===== config.mk =====
export PLATFORM = sky130hd
export DESIGN_NAME = tpqe_front
export DESIGN_NICKNAME = d
export VERILOG_FILES = /design/src/rtl/core/tpqe_pkg.sv /design/src/rtl/core/tpqe_front.sv
export SDC_FILE = /design/constraint.sdc
export NUM_CORES = 1
export LEC_CHECK = 0
export BUFFER_PORTS_ARGS = -buffer_cell sky130_fd_sc_hd__buf_2
export CAP_MARGIN = 30
export CORE_MARGIN = 2
export CORE_UTILIZATION = 35
export CTS_CLUSTER_DIAMETER = 30
export CTS_CLUSTER_SIZE = 16
export DETAILED_ROUTE_END_ITERATION = 8
export PLACE_DENSITY_LB_ADDON = 0.1
export REMOVE_ABC_BUFFERS = 1
export SYNTH_ARGS = -nofsm -noshare
export SYNTH_HDL_FRONTEND = slang
export SYNTH_SLANG_ARGS = --single-unit

===== constraint.sdc =====
create_clock -name clk -period 2.7 [get_ports clk]
set_input_delay 0.27 -clock clk [delete_from_list [all_inputs] [get_ports clk]]
set_output_delay 0.27 -clock clk [all_outputs]
set_load 0.02 [all_outputs]

===== src/rtl/core/tpqe_pkg.sv =====
// ----------------------------------------------------------------------------
// tpqe_pkg
// shared constants and types of the polyline quad expander
// ----------------------------------------------------------------------------
package tpqe_pkg;

  localparam int unsigned COORD_WIDTH_DEF = 24;
  localparam int unsigned FRAC_BITS_DEF   = 8;
  localparam int unsigned WIDTH_BITS      = 16;
  localparam logic [WIDTH_BITS-1:0] WIDTH_RESET = 16'd256;
  localparam logic [WIDTH_BITS-1:0] WIDTH_ONE   = 16'd256;
  localparam int unsigned NORM_BITS       = 31;
  localparam int unsigned QUAD_VERTS      = 6;

  typedef enum logic [1:0] {
    OP_STORE,
    OP_THIN,
    OP_THICK
  } op_t;

  typedef enum logic [3:0] {
    BK_IDLE,
    BK_LOAD,
    BK_NORM,
    BK_SQRT,
    BK_DIVX,
    BK_DIVY,
    BK_EMIT,
    BK_THIN
  } bk_state_t;

endpackage


===== src/rtl/core/tpqe_front.sv =====
// ----------------------------------------------------------------------------
// tpqe_front
// accepts points, keeps path state and issues segment or thin commands
// ----------------------------------------------------------------------------
module tpqe_front import tpqe_pkg::*; #(
  parameter int unsigned COORD_WIDTH = COORD_WIDTH_DEF
) (
  input  logic                          clk,
  input  logic                          rst,
  input  logic                          in_valid,
  output logic                          in_ready,
  input  logic signed [COORD_WIDTH-1:0] px,
  input  logic signed [COORD_WIDTH-1:0] py,
  input  logic                          last,
  input  logic                          closed,
  input  logic [WIDTH_BITS-1:0]         weff,
  output logic                          cmd_valid,
  input  logic                          cmd_ready,
  output logic [6*COORD_WIDTH+4:0]      cmd_data
);

  logic signed [COORD_WIDTH-1:0] first_x, first_y, prev_x, prev_y;
  logic [1:0]                    points_seen;
  logic                          thick;
  op_t                           op;

  assign thick = weff > WIDTH_ONE;
  always_comb begin
    if (points_seen == 2'd0) op = OP_STORE;
    else if (thick) op = OP_THICK;
    else op = OP_THIN;
  end

  // command fields: op, held-first, last, closed, a, b, first
  assign in_ready  = cmd_ready;
  assign cmd_valid = in_valid && (op != OP_STORE);
  assign cmd_data  = {op, (points_seen == 2'd1), last, closed,
                      prev_x, prev_y, px, py, first_x, first_y};

  always_ff @(posedge clk) begin
    if (rst) begin
      points_seen <= 2'd0;
      first_x <= '0; first_y <= '0; prev_x <= '0; prev_y <= '0;
    end else if (in_valid && in_ready) begin
      if (points_seen == 2'd0) begin
        first_x <= px; first_y <= py;
      end
      prev_x <= px; prev_y <= py;
      if (last) points_seen <= 2'd0;
      else if (points_seen != 2'd2) points_seen <= points_seen + 2'd1;
    end
  end

endmodule


== After elaboration in Yosys (flattened, before gate mapping) ==
Cells that the tools add are included.
Word-level totals
  flip-flop bits (word level): 98
  output and inout bits: 151
Cells by class
  multiplexer cells: 4
  reduce and logical (&&, ||, !) cells: 7
  $lt $le $gt $ge: 1
  add/sub/neg operators: 1
  equal/unequal tests: 2
Operator list (number)
  16-bit by 9-bit greater-than comparator with 1-bit output, second input constant: 1
  2-bit two-way mux: 4
  2-bit AND reduction: 2
  2-bit nonzero test: 2
  2-bit by 1-bit adder with 2-bit output, second input constant: 1
  2-bit by 1-bit == test with 1-bit output, second input constant: 1
  1-bit logical AND: 2
  2-bit zero test: 1
  2-bit != test, second input constant: 1

== Longest topological paths before layout ==
Gate-level depths: netlist of run 1.
  depth after elaboration: 5
  mapped depth: 7

== Least setup slack after synthesis of run 1 ==
Ideal clock, no wire load.
  path type: input-to-output
  from: input weff[4]
  to: output cmd_data[147]
  setup slack: 1.286 ns
  path buffers: 0
  arrival time: 1.144 ns
  stages on the path: 3
  cells stage by stage: nor4_1 a21boi_0 nor3_1
Between the ends
  word-level cells in the longest chain between the ends: 3
RTL lines
  start, declared: RTL line tpqe_front.sv:16  | input logic [WIDTH_BITS-1:0] weff,
  16-bit by 9-bit greater-than comparator with 1-bit output: RTL line tpqe_front.sv:27  | assign thick = weff > WIDTH_ONE;
  2-bit two-way mux: RTL line tpqe_front.sv:30  | else if (thick) op = OP_THICK;
  2-bit two-way mux: RTL line tpqe_front.sv:29  | if (points_seen == 2'd0) op = OP_STORE;
  end, declared: RTL line tpqe_front.sv:19  | output logic [6*COORD_WIDTH+4:0] cmd_data
No other way between the ends.

== Worst setup path in the final report of run 1 ==
  from: register points_seen[0]
  to: register first_x[20]
Between the ends
  word-level cells in the longest chain between the ends: 2
RTL lines
  start, declared: RTL line tpqe_front.sv:23  | logic [1:0] points_seen;
  start signal, assigned: RTL line tpqe_front.sv:50  | else if (points_seen != 2'd2) points_seen <= points_seen + 2'd1;
  2-bit zero test: RTL line tpqe_front.sv:45  | if (points_seen == 2'd0) begin
  2-bit AND reduction (no line)
  end signal, assigned: RTL line tpqe_front.sv:46  | first_x <= px; first_y <= py;
  end, declared: RTL line tpqe_front.sv:22  | logic signed [COORD_WIDTH-1:0] first_x, first_y, prev_x, prev_y;
No other way between the ends.
A chain may end at the register's enable or synchronous reset.

==> qor.yml, run 1 <==
power:
  ir_worst_vdd_uv: 258
  fin_total_pwr_mw: 2.92
  seq_power_share_pct: 52.7
  leakagePower_nw: 2.30
  switchingPower_mw: 0.865
  p_clk_share_pct: 30.4
  swShare_pct: 29.6
  power_density_nw_per_um2: 603
  combPwrFrac_pct: 16.8
  p_int_mw: 2.06
worst_setup_path:
  worst-path-buf-inv: 2
  arrival_ps: 2040
  r2r_start: "points_seen[0]"
  required_ps: 2910
  path_class: "flop to flop"
  end_kind: "flop"
  max_stage_delay_ps: 430
  path_cells: "inv_1, ha_1, nand3_2, buf_4, nand2_1, a21oi_1"
  r2r-end: "first_x[20]"
  path_delay_family: "simple AND/OR/NAND/NOR gates"
  cpMaxStageDelayCell: "nand3_2"
  cp-start-kind: "flop"
  reg2regPathDepth: 6
  cp_max_fo: 25
  ff2ff_setup_slack_ps: 870
yosys:
  yosysMostFrequentCell: "nand2_1"
  yosys_warnings: 0
  synth_largest_area_cell: "dfxtp_1"
  synth_compound_area_share_pct: 13.6
  muxShareOfSynthArea_pct: 0
  synth_edf_count: 0
  synth_area_leaders: "dfxtp_1, nand2_1, a21oi_1, buf_4, clkbuf_1"
  synth_top_family_by_area: "simple AND/OR/NAND/NOR gates"
  yosysUniqueCellTypes: 23
  synthCells: 495
  synthesis.area_sq_um: 3930
  synth_xor_area_share_pct: 0
  syn_avg_cell_area_sq_um: 7.94
  synth_fa_ha_area_share_pct: 0.955
  synthSimpleGateAreaFrac_pct: 20.5
  synth_ff_type: "dfxtp_1"
  async_flop_share_pct: 0
  ys_seq_area_share_pct: 49.9
  netlist.area_leader.share_pct: 49.9
  ys_ff_latch: 98
  synth_common_cells: "nand2_1, dfxtp_1, a21oi_1"
global_routing:
  grtUsageTotal_pct: 16.5
  grt.overflow.total: 0
  grt_first_pass_wirelength_microns: 15500
  antenna_found_initial: 0
  grt_max_degree: 56
  grt_pass1_vias: 3191
layout:
  drive_gt1_share_pct: 37.9
  areaGrowthSynthToFinish_pct: 23.6
  diodes: 0
  fin_cells: 791
  final_nets: 719
timing:
  setup-tns-final_ps: 0
  period_minus_slack_ps: 1830
  drv_slew: 0
  rsz0062_at_grt: "false"
  finalHoldViolCount: 0
  slew-limit-headroom_pct: 59.6
  fmax_mhz: 546
  finalSetupViolCount: 0
  period_share_pct: 67.8
  worst_slew_pin_slew_ps: 604
  fin_skew_ps: 10.2
detailed_routing:
  wl_per_cell_microns: 12.8
  drc: 0
  routed_via_density: 4.52
  drtIter0Drc: 149
  vias: 3576
  wirelength_microns: 10100
  firstDrtPassIters: 4
  ant_nets: 0
die:
  dieWidth_microns: 110
  dieArea_sq_um: 12100
  row_count: 38
  io_pins: 221
  coreArea_sq_um: 10900
  die_h_microns: 110
  start_util_pct: 36.1
hold_path:
  worstHoldStart: "py[10]"
  worstHoldPathType: "input pin to flop"
  whs_path_depth: 3
  whs_endpoint: "prev_y[10]"
place:
  numPortBuffers: 218
  gp_congestion: 0.705
  dp.cells: 775
  dp_hpwl_microns: 7090
clock_tree:
  cts_max_level: 3
  cts_setup_buffers: 0
  clock_latency_ps: 350
  cts_sinks: 98
  clk_pin_slew_ps: 100
  ctsResizeCount: 0
  clockBufferDepth: 2
  cts_root_buf: "clkbuf_8"
  cts_made_buffers: 9
  cts_tree: "yes"
  hold_buffers: 0
outcome:
  status: "completed"
run:
  drv_cap: 0
[kinds of logic (layout without fill, tap and decap cells)]
logic type / after synthesis / in the layout
and+or+nand+nor: 207 / 207
AOI/OAI and AO/OA: 102 / 102
DFF: 98 / 98
buffers and inverters: 85 / 241
adders and majority gates: 3 / 3
[layer usage]
layer / vias to the layer above / share of wire (%) / track usage (%)
li1: 1830 / - / -
met4: 0 / 0.99 / 5.33
met1: 1602 / 44 / 20.9
met2: 135 / 45 / 26.2
met5: - / 0 / 0
met3: 9 / 9.7 / 5.63
[power by group through the flow]
stage                     clock (mW)  sequential [mW]  combinational (mW)
after CTS                      0.922             1.54               0.501
after global placement             0             1.58               0.496
after floorplan                    0             1.66               0.118
after detailed placement           0             1.58               0.500
final                          0.891             1.54               0.492
after global routing           0.986             1.55               0.545
[through the flow]
| step | utilization (%) | hold WS, ps | cell area (sq um) | setup slack, ps |
|---|---|---|---|---|
| after detailed placement | 42.9 | 443 | 4670 | 851 |
| after global placement | 42.9 | 438 | 4670 | 924 |
| after global routing | 44.6 | 141 | 4850 | 685 |
| after floorplan | - | 332 | 3350 | 788 |
| after CTS | 44.6 | 141 | 4850 | 834 |
| final | 44.6 | 159 | 4850 | 870 |
[flip-flops by register name, indices dropped and copies added (netlist names)]
signal and count:
points_seen 2, first_y 24, prev_x 24, first_x 24, prev_y 24
[final cells by class]
cell class / instances / area [sq um]
Tap cell: 140 / 175
Clock buffer: 12 / 155
Multi-Input combinational cell: 312 / 1390
Sequential cell: 98 / 1960
Inverter: 2 / 7.51
Timing Repair Buffer: 223 / 1140
Clock inverter: 4 / 26.3
Fill cell: 1174 / 6030
[worst min-delay path, stage by stage]
cell and delay, ps:
buf_2 110, nand2_1 50, a21oi_1 50
[worst max path at each step]
stage | start | endpoint | slack [ps] | depth (start not counted)
floorplan | points_seen[0] | first_x[3] | 790 | 5
global placement | points_seen[0] | first_x[4] | 920 | 6
detailed placement | points_seen[0] | first_y[11] | 850 | 6
CTS | points_seen[0] | first_x[20] | 830 | 6
global route | points_seen[0] | first_x[5] | 680 | 6
finish | points_seen[0] | first_x[20] | 870 | 6
[cell usage in the layout (no fill, tap or decap), drive strengths merged]
| cell | netlist | final |
|---|---|---|
| and2 | 1 | 1 |
| nor4 | 3 | 3 |
| clkbuf | 13 | 12 |
| clkinvlp | 0 | 1 |
| nor3 | 2 | 2 |
| clkinv | 0 | 3 |
| ha | 3 | 3 |
| nand3 | 3 | 3 |
| o21ba | 1 | 1 |
| nor2 | 1 | 1 |
| nand2 | 194 | 194 |
| nor2b | 2 | 2 |
| and3 | 1 | 1 |
| a21oi | 98 | 98 |
| dfxtp | 98 | 98 |
| a21boi | 1 | 1 |
| buf | 70 | 223 |
| o21ai | 2 | 2 |
| inv | 2 | 2 |
No activity file was read; power rests on OpenSTA's default activity.
==> inputs of run 2 (changes only) <==
==> constraint.sdc (replaced) <==
create_clock -name clk -period 1.85 [get_ports clk]
set_input_delay 0.185 -clock clk [delete_from_list [all_inputs] [get_ports clk]]
set_output_delay 0.185 -clock clk [all_outputs]
set_load 0.02 [all_outputs]
==> run 2 against run 1 <==
Effect of this change: critical path depth shrank 2; core utilization grew 0.56 points; non-clock buffer count grew 6; highest routed layer unchanged; critical path type is now flop to primary output; hold slack lost 88 ps; global-route usage grew 0.066 points.
==> qor.yml, run 2 (synthesis gave the netlist of run 1 again) <==
detailed_routing:
  wl_per_cell_microns: 12.8  # -0.21%
  vias: 3582  # +0.17%
  firstDrtPassIters: 4  # unchanged
  drtIter0Drc: 161  # +8.1%
  wirelength_microns: 10200  # +0.54%
  drc: 0  # unchanged
  ant_nets: 0  # unchanged
  routed_via_density: 4.49  # -0.59%
clock_tree:
  cts_sinks: 98  # unchanged
  cts_made_buffers: 9  # unchanged
  cts_max_level: 3  # unchanged
  hold_buffers: 0  # unchanged
  ctsResizeCount: 0  # unchanged
  cts_tree: "yes"
  cts_setup_buffers: 0  # unchanged
  clockBufferDepth: 2  # unchanged
  cts_root_buf: "clkbuf_8"
  clock_latency_ps: 360  # about the same
  clk_pin_slew_ps: 100  # about the same
timing:
  whs_ps: 71.1  # -88.0 ps
  period_share_pct: 88.9
  worst_slew_pin_slew_ps: 337  # -267 ps
  fin_ws_ps: 205  # -665 ps
  fmax_mhz: 608
  drv_slew: 0  # unchanged
  period_minus_slack_ps: 1640
  rsz0062_at_grt: "false"
  fin_skew_ps: 9.48  # -0.671 ps
  finalSetupViolCount: 0  # unchanged
  setup-tns-final_ps: 0  # unchanged
  slew-limit-headroom_pct: 77.5  # +18 points
  finalHoldViolCount: 0  # unchanged
power:
  ir_worst_vdd_uv: 436  # +69%
  leakagePower_nw: 2.33  # +1.6%
  power_density_nw_per_um2: 893  # +48%
  fin_total_pwr_mw: 4.39  # +50%
layout:
  diodes: 0  # unchanged
  drive_gt1_share_pct: 38.2  # +0.26 points
  final_nets: 725  # +0.83%
  mostFrequentLayoutCell: "buf_2"
  fill_cells: 1130  # -3.7%
  areaGrowthSynthToFinish_pct: 25.1
  layout.cells.most_common_list: "buf_2, nand2_1, dfxtp_1"
  fin_cells: 797  # +0.76%
die:
  dieWidth_microns: 110  # unchanged
  io_pins: 221  # unchanged
  row_count: 38  # unchanged
  start_util_pct: 36.1  # unchanged
  die_h_microns: 110  # unchanged
  dieArea_sq_um: 12100  # unchanged
  coreArea_sq_um: 10900  # unchanged
run:
  drv_cap: 0  # unchanged
global_routing:
  antenna_found_initial: 0  # unchanged
  grt_max_degree: 41  # -27%
  grtUsageTotal_pct: 16.6  # +0.066 points
  grt_first_pass_wirelength_microns: 15300  # -1.1%
  grt.overflow.total: 0  # unchanged
  grt_pass1_vias: 3148  # -1.3%
worst_setup_path:
  arrival_ps: 1460  # -580 ps
  r2r-end: "first_x[4]"
  crit_start: "points_seen[0]"
  cp-start-kind: "flop"
  crit_path_end: "cmd_data[148]"
  r2r_start: "points_seen[0]"
  end_kind: "primary output"
  cp_max_fo: 5  # -80%
  reg2regPathDepth: 6  # unchanged
  required_ps: 1660  # -1250 ps
  ff2ff_setup_slack_ps: 390  # -480 ps
  path_class: "flop to primary output"
place:
  numPortBuffers: 218  # unchanged
  gp_congestion: 0.706  # +0.17%
  pre_cts_ws_ps: 396  # -455 ps
  dp.cells: 781  # +0.77%
  dp_hpwl_microns: 7320  # +3.3%
hold_path:
  worstHoldPathType: "input pin to flop"
outcome:
  status: "completed"
==> run 2: cell count changes in the layout (fill, tap and decap cells not counted), sizes merged <==
cell	delta
buf	+6
clkbuf	+2
clkinv	-2
bufinv	+1
clkinvlp	-1
==> run 2: power breakdown <==
group / internal (mW) / switching, mW
clock: 0.700 / 0.705
sequential: 2.21 / 0.0448
combinational: 0.246 / 0.486
total: 3.15 / 1.24
==> run 2: critical path, stage by stage, from the launching register on <==
cell     delay (ps)
dfxtp_1         360
inv_1            80
ha_1            260
o21ba_2         250
buf_2           150
==> run 2: how the worst min path moves through the flow <==
stage | start | endpoint | slack [ps] | cells past startpoint
after global routing | py[6] | first_y[6] | 50 | 3
after global placement | closed | cmd_data[144] | 370 | 0
final | py[15] | prev_y[15] | 70 | 3
after detailed placement | closed | cmd_data[144] | 370 | 0
after floorplan | rst | first_x[3] | 250 | 1
after CTS | px[5] | prev_x[5] | 50 | 3
==> run 2: per-stage QoR <==
stage / instance area [sq um] / utilization [%]
3_5_place_dp: 4720 / 43.3
4_1_cts: 4920 / 45.2
2_1_floorplan: 3350 / -
3_3_place_gp: 4720 / 43.3
6_report: 4920 / 45.2
5_1_grt: 4920 / 45.2
==> run 2: routing by layer <==
| metal | GRT usage (%) | routed length [microns] | up-vias | part of all wire, % |
|---|---|---|---|---|
| met5 | 0 | 0 | - | 0 |
| met3 | 5.39 | 897 | 10 | 8.8 |
| met4 | 6.60 | 141 | 0 | 1.4 |
| met2 | 26.5 | 4610 | 143 | 45 |
| li1 | - | - | 1839 | - |
| met1 | 20.5 | 4520 | 1590 | 44 |
==> run 2: cell type report <==
type,instances,area (sq um),area share [%]
multi-input cells,312,1390,28.2
flip-flops and latches,98,1960,39.9
well taps,140,175,3.56
clock buffers,14,163,3.31
clock inverters,2,35.0,0.713
repair buffers,229,1190,24.2
inverters,2,7.51,0.153
