## src/rtl/core/tpqe_pkg.sv

```systemverilog
// ----------------------------------------------------------------------------
// tpqe_pkg
// shared constants and types of the polyline quad expander
// ----------------------------------------------------------------------------
package tpqe_pkg;

  localparam int unsigned COORD_WIDTH_DEF = 24;
  localparam int unsigned FRAC_BITS_DEF   = 8;
  localparam int unsigned WIDTH_BITS      = 16;
  localparam logic [WIDTH_BITS-1:0] WIDTH_RESET = 16'd256;
  localparam logic [WIDTH_BITS-1:0] WIDTH_ONE   = 16'd256;
  localparam int unsigned NORM_BITS       = 31;
  localparam int unsigned QUAD_VERTS      = 6;

  typedef enum logic [1:0] {
    OP_STORE,
    OP_THIN,
    OP_THICK
  } op_t;

  typedef enum logic [3:0] {
    BK_IDLE,
    BK_LOAD,
    BK_NORM,
    BK_SQRT,
    BK_DIVX,
    BK_DIVY,
    BK_EMIT,
    BK_THIN
  } bk_state_t;

endpackage

```

## src/rtl/core/tpqe_top_dummy.sv

```systemverilog
// ----------------------------------------------------------------------------
// tpqe_queue
// short command queue between front and back
// ----------------------------------------------------------------------------
module tpqe_queue import tpqe_pkg::*; #(
  parameter int unsigned DW = 8
) (
  input  logic          clk,
  input  logic          rst,
  input  logic          wr_valid,
  output logic          wr_ready,
  input  logic [DW-1:0] wr_data,
  output logic          rd_valid,
  input  logic          rd_ready,
  output logic [DW-1:0] rd_data
);

  logic [DW-1:0] mem [2];
  logic          wp, rp;
  logic [1:0]    cnt;

  assign wr_ready = cnt != 2'd2;
  assign rd_valid = cnt != 2'd0;
  assign rd_data  = mem[rp];

  always_ff @(posedge clk) begin
    if (wr_valid && wr_ready) mem[wp] <= wr_data;
  end

  always_ff @(posedge clk) begin
    if (rst) begin
      wp <= 1'b0; rp <= 1'b0; cnt <= 2'd0;
    end else begin
      if (wr_valid && wr_ready) wp <= ~wp;
      if (rd_valid && rd_ready) rp <= ~rp;
      cnt <= cnt + 2'(wr_valid && wr_ready) - 2'(rd_valid && rd_ready);
    end
  end

endmodule

```

## config.mk

```make
export PLATFORM = sky130hd
export DESIGN_NAME = tpqe_queue
export DESIGN_NICKNAME = d
export VERILOG_FILES = /design/src/rtl/core/tpqe_pkg.sv /design/src/rtl/core/tpqe_top_dummy.sv
export SDC_FILE = /design/constraint.sdc
export NUM_CORES = 1
export LEC_CHECK = 0
export BUFFER_PORTS_ARGS = -buffer_cell sky130_fd_sc_hd__buf_2
export CORE_MARGIN = 2
export CORE_UTILIZATION = 49
export CTS_CLUSTER_SIZE = 16
export DETAILED_ROUTE_END_ITERATION = 12
export PLACE_DENSITY = 0.82
export SYNTH_ARGS = -nofsm -noshare
export SYNTH_HDL_FRONTEND = slang
export SYNTH_SLANG_ARGS = --single-unit
```

## constraint.sdc

```tcl
create_clock -name clk -period 2.08 [get_ports clk]
set_clock_uncertainty 0.1 [all_clocks]
set_input_delay 0.208 -clock clk [delete_from_list [all_inputs] [get_ports clk]]
set_output_delay 0.208 -clock clk [all_outputs]
set_load 0.1 [all_outputs]
```

Word level (Yosys, flattened, before mapping)
Memory sizes are Yosys's and may differ from the RTL's. A register that Yosys moved wholly into a read port is not among the register bits.
Index checks and enable logic that the tools add are counted.

operators by class
  multiply operators = 0
  bitwise gates (word level) = 2
  reductions and logical operators = 3
  order comparisons = 0
  equality and inequality tests = 1
  muxes and demuxes = 4
  shift-type cells = 0
  $add $sub $neg = 2
  divide/modulo/power cells = 0

operators by type and width
  kind                  count
  $mux W1               4
  $add A2 B1 Y2         1
  $logic_and A1 B1 Y1   2
  $ne A2 B2 Y1 const B  1
  $not A1 Y1            2
  $reduce_bool A2 Y1    1
  $sub A2 B1 Y2         1

storage, ports and cells
  memories = 1
  bits in registers = 4
  ROM bits = 0
  logic and storage cells = 16
  input bits = 12
  memory bits (writable) = 16
  bits in latches = 0
  output and inout bits = 10

memories
  memory  depth  bits a word  read ports  clocked after Yosys merged registers in  write ports  RTL line              text
  mem     2      8            1           1                                        1            tpqe_top_dummy.sv:18  logic [DW-1:0] mem [2];

Depth between registers and ports, before layout
Gate-level depths: netlist of run 1.

  depth after elaboration = 4
  depth in mapped cells = 8
  mapped depth without buffers = 8

Worst setup path after synthesis of run 1
OpenSTA, ideal clock, no wires.

  kind = register -> register
  start = register cnt[0]
  end = register cnt[1]
  path slack = 0.088 ns
  library setup time = 0.115 ns
  data required time = 1.865 ns
  clock period less this slack = 1.992 ns
  stages on the path, launching flop included = 9
  buffers on the path = 0
  arrival = 1.778 ns
  path through = dfxtp_1 nand2b_2 nand2_2 ha_1 inv_1 ha_1 xor2_1 xnor2_1 nor2_1

on the way
  cells in the longest elaborated chain, start to end = 4
  elaborated cells on any way between the ends = 6
  classes of those cells = add/sub: 2; eq/ne: 1; reduce/logical: 3

ends and longest elaborated chain
  what                      RTL line              text
  start: declaration        tpqe_top_dummy.sv:20  logic [1:0] cnt;
  start signal: assignment  tpqe_top_dummy.sv:36  cnt <= cnt + 2'(wr_valid && wr_ready) - 2'(rd_valid && rd_ready);
  $ne A2 B2 Y1              tpqe_top_dummy.sv:22  assign wr_ready = cnt != 2'd2;
  named net wr_ready        tpqe_top_dummy.sv:11  output logic wr_ready,
  $logic_and A1 B1 Y1       tpqe_top_dummy.sv:36
  $add A2 B1 Y2             tpqe_top_dummy.sv:36
  $sub A2 B1 Y2             tpqe_top_dummy.sv:36

The timed path passes the listed nets, and every way through them passes these cells.
A chain may end at the register's enable or synchronous reset.

==> qor.csv, run 1 <==
metric;value;unit
reg-to-reg setup timing slack;0.40;ns
CTS tree;built;
Routed WL per cell;13.21;µm
register area share after synthesis;71.38;%
CTS sink cnt;21;
Clock Latency Late Sink;0.28;ns
Top Ports;22;
first-pass detailed-route iteration total;4;
GP Congestion;0.6465;
Max Buffers Root-to-Sink;2;
global-route wire length before repair;1.807;mm
hold wc startpoint;wr_data[7];
standard-cell rows;14;
Num CTS Buffers;3;
port bufs;21;
Final HPWL DP;858.3;µm
post-synthesis cell count;49;
Post-CTS Setup Bufs;0;
GRT Total Usage;12.78;%
Antenna Cells;0;
Mapped Nets;63;
syn_area_per_cell;16.60;µm²
Die W;44.74;µm
WS Path Type;flip-flop to output port;
Die Span Y;44.74;µm
fin cells;96;
Worst slew margin;67.26;%
DR vias/cell;4.885;
WHS;0.01315;ns
Seq. cell area;580.6;µm²
Netlist cell types;16;
clock-pin slew on the worst setup and hold paths;0.11;ns
Routed WL;1.268;mm
Worst-Margin Slew;0.4945;ns
Hold Path Class;input port to flip-flop;
number of synthesis warnings;0;
crit end category;output port;
status;finished clean;
multi-input logic area;224.0;µm²
Core Region;0.001524;mm²
CP required;1.77;ns
Fin. Hold Viols;0;
worst path arrival time;1.50;ns
Root Driver;clkbuf_4;
initial antenna violation count;0;
DRT iter0 DRCs;9;
htree depth;1;
vias in the first global route;446;
Die Area;0.002002;mm²
Max Cap Viol;0;
Synth Cell Area;813.3;µm²
layout net count;95;
synthesis-to-layout area growth;26.31;%
Startpoint Class;flip-flop;
post-route clock period utilization;87.16;%
# DRC;0;
WHS Endpoint;mem[0][7];
Final ANT Viol Nets;0;
global route overflow;0;
#FFs+latches synth;21;
vias;469;
Core Util, Final;67.41;%
Worst Hold Depth;1;
crit path time final;1.813;ns
Starting Density;53.37;%
setup TNS;0;ns
Pins Over Slew Limit;0;
Crit Reg-Reg Startpoint;cnt[1];
# fillers;115;
worst-path maximum fanout;8;
Max Freq;551.6;MHz
Final setup viols;0;
pin count of the biggest net entering global routing;12;
placed cells;86;
RSZ-0062 raised after global routing;no;
share of cells above drive strength 1;36.25;%
path depth of the worst reg2reg path;7;
FF-to-FF End;cnt[1];
## layout by cell type, fill, tap and decap left out, drive strengths merged
| cell type | count |
|---|---|
| nand2 | 1 |
| nor2b | 2 |
| dlygate4sd3 | 6 |
| dfxtp | 5 |
| edfxtp | 16 |
| clkbuf | 4 |
| or2 | 1 |
| mux2 | 9 |
| and3 | 1 |
| inv | 1 |
| nand2b | 1 |
| o21a | 1 |
| buf | 22 |
| xor2 | 1 |
| xnor2 | 2 |
| nor2 | 5 |
| ha | 2 |
## sequential cells by signal, summed over array words and instances, names as in the netlist, named ones only
signal / flops
wp: 1
mem: 16
rp: 1
cnt: 2
## final cells by class
class,count,area share [%]
inverters,1,0.3654
well taps,16,1.949
flip-flops and latches,21,56.52
multi-input cells,26,21.80
clock buffers,4,2.558
repair buffers,28,16.81
## per-stage QoR
step	setup WS, ns	instance area (µm²)
finish	0.2671	1027
global route	0.1801	1027
CTS	0.2562	967.2
detailed placement	0.4148	940.9
global placement	0.4756	940.9
floorplan	0.08762	813.3
## metal layers
metal / track usage (%) / routed length [µm] / up-vias
met5: 0 / 0 / -
met3: 4.000 / 80 / 2
met1: 14.29 / 539 / 214
met2: 24.06 / 633 / 16
li1: - / - / 237
met4: 1.818 / 14 / 0
## synthesized netlist by cell type
library cell  count  area (µm²)
nand2b_2          1       8.760
buf_2             1       5.000
xnor2_1           2       17.52
nor2_1            5       18.77
inv_1             1       3.750
mux2_4            1       15.01
o21a_2            1       8.760
ha_1              2       25.02
xor2_1            1       8.760
nand2_2           1       6.260
or2_1             1       6.260
nor2b_1           2       12.51
and3_1            1       6.260
edfxtp_1         16       480.5
dfxtp_1           5       100.1
mux2_1            8       90.09
## worst max-delay path by stage
| stage | start | to | slack (ns) | depth (start not counted) |
|---|---|---|---|---|
| final | flip-flop | rd_data[3] | 0.27 | 2 |
| after floorplan | cnt[0] | cnt[1] | 0.09 | 8 |
| after CTS | flip-flop | rd_data[3] | 0.26 | 2 |
| after global placement | cnt[1] | cnt[1] | 0.48 | 7 |
| after global routing | flip-flop | rd_data[3] | 0.18 | 2 |
| after detailed placement | cnt[1] | cnt[1] | 0.41 | 7 |
## worst max-delay path: stages, from the launching register on
cell	delay, ns
dfxtp_1	0.55
mux2_1	0.37
buf_2	0.30
## kinds of logic after synthesis
family	count (synthesis)	synth area share, %
xor+xnor	3	3.231
mux	9	12.92
compound gates	1	1.077
buf+inv	2	1.076
flops	21	71.39
simple gates	11	7.232
fa+ha+maj	2	3.076
## repair_timing
action / in CTS / in global routing
endpoints found under the hold margin: 0 / 11
gates resized for setup: 0 / 0
hold buffers: 0 / 6
Power of run 1 is not shown: default switching activity piles up to over one toggle a cycle in this logic, so the estimate is an artifact.
==> run 2, diff against run 1 <==
--- a/config.mk
+++ b/config.mk
@@ -5,12 +5,13 @@
 export SDC_FILE = /design/constraint.sdc
 export NUM_CORES = 1
 export LEC_CHECK = 0
+export ABC_AREA = 1
 export BUFFER_PORTS_ARGS = -buffer_cell sky130_fd_sc_hd__buf_2
 export CORE_MARGIN = 2
-export CORE_UTILIZATION = 49
+export CORE_UTILIZATION = 54
 export CTS_CLUSTER_SIZE = 16
 export DETAILED_ROUTE_END_ITERATION = 12
-export PLACE_DENSITY = 0.82
+export PLACE_DENSITY = 0.88
 export SYNTH_ARGS = -nofsm -noshare
 export SYNTH_HDL_FRONTEND = slang
 export SYNTH_SLANG_ARGS = --single-unit
==> constraint.sdc (replaced) <==
create_clock -name clk -period 2.2 [get_ports clk]
set_clock_uncertainty 0.1 [all_clocks]
set_input_delay 0.22 -clock clk [delete_from_list [all_inputs] [get_ports clk]]
set_output_delay 0.22 -clock clk [all_outputs]
set_load 0.1 [all_outputs]
==> qor.csv, run 2 <==
metric;value;unit;change
Most flops, register;mem;;unchanged
first-pass detailed-route iteration total;3;;was 4
Max Cap Viol;0;;unchanged
post-route clock period utilization;86.13;%;
Crit Reg-Reg Startpoint;cnt[0];;was cnt[1]
GP Congestion;0.8679;;was 0.6465
Worst slew margin;56.04;%;was 67.26%
worst-path maximum fanout;8;;unchanged
Worst-Margin Slew;0.6569;ns;was 0.4945 ns
# DRC;0;;unchanged
Final Instance Area;0.001107;mm²;was 0.001027 mm²
Area contributors post-synth;edfxtp_1, mux2_4, dfxtp_1;;was edfxtp_1, dfxtp_1, mux2_1
Starting Density;58.14;%;was 53.37%
Synth Cell Area;875.8;µm²;was 813.3 µm²
share of cells above drive strength 1;40.00;%;was 36.25%
setup TNS;0;ns;unchanged
count leader, synth;edfxtp_1;;unchanged
asr flop ratio synth;0;%;unchanged
pwr dens;1417;mW/mm²;
Final HPWL DP;1.007;mm;was 858.3 µm
synthesis-to-layout area growth;26.43;%;was 26.31%
Final setup viols;0;;unchanged
Core Region;0.001506;mm²;was 0.001524 mm²
Mapped Nets;76;;was 63
DRT iter0 DRCs;1;;was 9
vias;541;;was 469
global-route wire length before repair;2.049;mm;was 1.807 mm
RSZ-0062 raised after global routing;no;;unchanged
Die Area;0.001960;mm²;was 0.002002 mm²
largest area contributor in the netlist;edfxtp_1;;unchanged
syn_area_per_cell;14.13;µm²;was 16.60 µm²
Max Buffers Root-to-Sink;2;;unchanged
clock-pin slew on the worst setup and hold paths;0.11;ns;about the same
Antenna Cells;0;;unchanged
EDFF count, synth;16;;unchanged
port bufs;21;;unchanged
worst path arrival time;1.57;ns;was 1.50 ns
vias in the first global route;497;;was 446
Leak;0.4900;nW;
register area share after synthesis;66.29;%;was 71.38%
pin count of the biggest net entering global routing;13;;was 12
standard-cell rows;14;;unchanged
CTS tree;built;;unchanged
hold wc startpoint;wr_valid;;was wr_data[7]
crit end category;output port;;unchanged
Routed WL per cell;12.21;µm;was 13.21 µm
Core Util, Final;73.51;%;was 67.41%
htree depth;1;;unchanged
Final Power;1.569;mW;
Hold Path Class;input port to flip-flop;;unchanged
Startpoint Class;flip-flop;;unchanged
Die Span Y;44.28;µm;was 44.74 µm
Root Driver;clkbuf_4;;unchanged
most frequent cells in the layout;buf_2, edfxtp_1, dlygate4sd3_1, inv_1, mux2_4;;was buf_2, edfxtp_1, mux2_1, dlygate4sd3_1
Post-synth top cells;edfxtp_1, inv_1, mux2_4, nor2_1, nand2_1;;was edfxtp_1, mux2_1, dfxtp_1, nor2_1
initial antenna violation count;0;;unchanged
post-synthesis cell count;62;;was 49
Pins Over Slew Limit;0;;unchanged
status;finished clean;;unchanged
max reg flops;16;;unchanged
Top Ports;22;;unchanged
Die W;44.28;µm;was 44.74 µm
crit path time final;1.895;ns;
number of synthesis warnings;0;;unchanged
layout net count;110;;was 95
Max Freq;527.8;MHz;
CP required;1.88;ns;was 1.77 ns
WS Path Type;flip-flop to output port;;unchanged
Netlist cell types;14;;was 16
Routed WL;1.355;mm;was 1.268 mm
biggest regs;mem: 16 flops, cnt: 2 flops;;unchanged
Num CTS Buffers;3;;unchanged
Worst VDD drop;0.9396;mV;
most common cell after layout, fill and taps aside;buf_2;;unchanged
global route overflow;0;;unchanged
Final ANT Viol Nets;0;;unchanged
DP Area;989.7;µm²;was 940.9 µm²
Clock Latency Late Sink;0.29;ns;was 0.28 ns
DR vias/cell;4.874;;was 4.885
dominant synthesized flop cell;edfxtp_1;;unchanged
#FFs+latches synth;21;;unchanged
Fin. Hold Viols;0;;unchanged
share of the synthesized area in the top cell type;54.86;%;was 59.08%
CTS sink cnt;21;;unchanged
GRT Total Usage;15.28;%;was 12.78%
[run 2: cell count changes after synthesis, moves of 2 or more]
| cell | previous run | this run |
|---|---|---|
| mux2_1 | 8 | 0 |
| inv_1 | 1 | 8 |
| mux2_4 | 1 | 8 |
| nand2_1 | 0 | 6 |
| a21oi_1 | 0 | 2 |
| nand3_1 | 0 | 2 |
| nor2_1 | 5 | 7 |
| nor2b_1 | 2 | 0 |
| xnor2_1 | 2 | 0 |
[run 2: power by group]
part | switching (mW) | internal [mW]
registers | 0.0572 | 0.509
logic | 0.636 | 0.193
clock network | 0.107 | 0.0676
[run 2: area by class of cell]
cell class / count / area (µm²)
fillers: 101 / 399.1
flip-flops and latches: 21 / 580.6
inverters: 8 / 30.03
well taps: 16 / 20.02
multi-input cells: 32 / 254.0
clock buffers: 3 / 22.52
repair buffers: 30 / 195.2
clock inverters: 1 / 5.005
[run 2: cell families (layout without fill, tap and decap cells)]
family	Yosys count	in the layout	synth area share, %
muxes	8	8	13.71
DFF	21	21	66.29
adders and majority gates	2	2	2.857
buffers and inverters	9	42	4.714
AOI/OAI and AO/OA	2	2	1.143
and+or+nand+nor	20	20	11.29
[run 2: worst max-delay path, stage by stage, from the launching register on]
cell and delay (ns):
dfxtp_1 0.63, mux2_4 0.24, buf_2 0.41
[run 2: worst paths after layout]
path,end,slack (ns),depth (start not counted)
setup / recovery,rd_data[5],0.31,2
hold / removal,wp,0.12,3
setup reg to reg,cnt[1],0.56,10
hold reg to reg,flip-flop,0.42,2
[run 2: timing repair]
| item | 4_1_cts | 5_1_grt |
|---|---|---|
| hold buffers | 4 | 5 |
| setup buffers | 0 | 0 |
| endpoints found under the hold margin | 7 | 9 |
| resized for setup | 0 | 0 |
[run 2: metrics by stage]
step                hold WS, ns  cells  setup slack (ns)
floorplan                0.1912     62            0.2504
global placement         0.2900     98            0.6222
detailed placement       0.2932     98            0.5628
CTS                    0.002470    106            0.2868
global route             0.1127    111            0.2254
finish                   0.1203    111            0.3052
[run 2: routing by layer]
layer	part of all wire, %	global-route usage, %	vias to the layer above
met4	1.1	9.091	0
li1	-	-	276
met1	40	17.17	250
met2	55	25.59	13
met3	3.4	4.490	2
met5	0	0	-
Power figures use the tool's default switching activity.
==> run 3, diff against run 2 <==
--- a/config.mk
+++ b/config.mk
@@ -7,6 +7,7 @@
 export LEC_CHECK = 0
 export ABC_AREA = 1
 export BUFFER_PORTS_ARGS = -buffer_cell sky130_fd_sc_hd__buf_2
+export CORE_ASPECT_RATIO = 0.8
 export CORE_MARGIN = 2
 export CORE_UTILIZATION = 54
 export CTS_CLUSTER_SIZE = 16
==> qor.csv, run 3 (synthesis gave the netlist of run 2 again) <==
metric;value;unit;change
WHS Endpoint;mem[0][3];;was wp
Core Util, Final;75.09;%;was 73.51%
Startpoint Class;flip-flop;;unchanged
post-route clock period utilization;86.72;%;was 86.13%
pwr dens;1437;mW/mm²;was 1417 mW/mm²
GRT Total Usage;14.32;%;was 15.28%
Routed WL;1.451;mm;was 1.355 mm
Final ANT Viol Nets;0;;unchanged
port bufs;21;;unchanged
Die Area;0.001962;mm²;was 0.001960 mm²
Antenna Cells;0;;unchanged
Final setup viols;0;;unchanged
first-pass detailed-route iteration total;4;;was 3
crit path time final;1.908;ns;was 1.895 ns
GP Congestion;0.7855;;was 0.8679
Core Region;0.001456;mm²;was 0.001506 mm²
Slowest-stage cell, CP;dfxtp_1;;unchanged
max reg flops;16;;unchanged
Most flops, register;mem;;unchanged
FF-to-FF End;mem[0][1];;was cnt[1]
standard-cell rows;12;;was 14
Worst VDD drop;1.174;mV;was 0.9396 mV
synthesis-to-layout area growth;24.86;%;was 26.43%
placed cells;103;;was 98
Hold Path Class;input port to flip-flop;;unchanged
Die Span Y;40.02;µm;was 44.28 µm
Routed WL per cell;12.73;µm;was 12.21 µm
fin cells;114;;was 111
DR vias/cell;4.737;;was 4.874
Max Buffers Root-to-Sink;2;;unchanged
most frequent cells in the layout;buf_2, edfxtp_1, inv_1, mux2_4;;was buf_2, edfxtp_1, dlygate4sd3_1, inv_1, mux2_4
Clock Latency Late Sink;0.30;ns;was 0.29 ns
worst-path maximum fanout;8;;unchanged
hold_buf cts;3;;was 4
RSZ-0062 raised after global routing;no;;unchanged
pin count of the biggest net entering global routing;13;;unchanged
vias in the first global route;449;;was 497
hold wc startpoint;wr_data[3];;was wr_valid
global route overflow;0;;unchanged
crit end category;output port;;unchanged
Leak;0.4816;nW;was 0.4900 nW
Worst Hold Depth;1;;was 3
initial antenna violation count;0;;unchanged
Final HPWL DP;950;µm;was 1.007 mm
Pins Over Slew Limit;0;;unchanged
Max Cap Viol;0;;unchanged
setup TNS;0;ns;unchanged
layout net count;108;;was 110
Die W;49.03;µm;was 44.28 µm
DP Area;996.0;µm²;was 989.7 µm²
global-route wire length before repair;1.890;mm;was 2.049 mm
reg-to-reg setup timing slack;0.55;ns;was 0.56 ns
Post-CTS Setup Bufs;0;;unchanged
htree depth;1;;unchanged
Worst-Margin Slew;0.6952;ns;was 0.6569 ns
Num CTS Buffers;3;;unchanged
status;finished clean;;unchanged
worst path arrival time;1.59;ns;was 1.57 ns
WP buf/inv;1;;unchanged
Top delay family on crit path;flip-flops;;unchanged
most common cell after layout, fill and taps aside;buf_2;;unchanged
CP required;1.88;ns;about the same
share of cells above drive strength 1;40.86;%;was 40.00%
DRT iter0 DRCs;8;;was 1
Max Freq;524.1;MHz;was 527.8 MHz
Root Driver;clkbuf_4;;unchanged
Post-CTS Resized;0;;unchanged
Final Instance Area;0.001094;mm²;was 0.001107 mm²
biggest regs;mem: 16 flops, cnt: 2 flops;;unchanged
WS Path Type;flip-flop to output port;;unchanged
clock-pin slew on the worst setup and hold paths;0.11;ns;about the same
CTS sink cnt;21;;unchanged
# DRC;0;;unchanged
vias;540;;was 541
Worst slew margin;53.48;%;was 56.04%
Fin. Hold Viols;0;;unchanged
Top Ports;22;;unchanged
Crit Reg-Reg Startpoint;cnt[0];;unchanged
crit-path cells;mux2_4, buf_2;;unchanged
CTS tree;built;;unchanged
path depth of the worst reg2reg path;4;;was 10
Critical Path Max Stage Delay;0.63;ns;about the same
Starting Density;60.14;%;was 58.14%
## run 3: cell types whose count changed in the layout (fill, tap and decap cells not counted)
cell | before | now
dlygate4sd3_1 | 9 | 7
## run 3: how the worst max path moves through the flow
| stage | slack [ns] | from | cells after the start | to |
|---|---|---|---|---|
| finish | 0.29 | flip-flop | 2 | rd_data[6] |
| global route | 0.22 | flip-flop | 2 | rd_data[6] |
| CTS | 0.28 | flip-flop | 2 | rd_data[6] |
| detailed placement | 0.58 | cnt[0] | 4 | mem[0][1] |
| global placement | 0.61 | flip-flop | 2 | rd_data[5] |
| floorplan | 0.25 | cnt[0] | 10 | cnt[1] |
## run 3: per-stage QoR
step                      power, mW  setup slack (ns)  hold slack, ns
final                         1.571            0.2921         0.01795
after global routing          1.644            0.2152      0.00002706
after CTS                     1.571            0.2794       0.0004422
after detailed placement      1.393            0.5839          0.2927
after global placement        1.379            0.6120          0.2878
after floorplan               1.299            0.2504          0.1912
## run 3: routing by layer
metal | global-route usage (%) | up-vias | part of all wire [%]
met1 | 15.89 | 245 | 41
met3 | 5.597 | 2 | 5.0
li1 | - | 274 | -
met2 | 25.68 | 19 | 53
met5 | 0 | - | 0
met4 | 6.429 | 0 | 0.55
## run 3: area by class of cell
cell class              instances  area, µm²
flip-flops and latches         21      580.6
fillers                       105      362.8
multi-input cells              32      254.0
repair buffers                 28      175.2
inverters                       8      30.03
well taps                      21      26.28
clock buffers                   3      22.52
clock inverters                 1      5.005
## run 3: where the power goes
part	switching, mW	total [mW]	internal, mW
Sequential	0.0588	0.567	0.509
Combinational	0.634	0.826	0.192
Clock	0.111	0.178	0.0677
Total	0.804	1.57	0.768
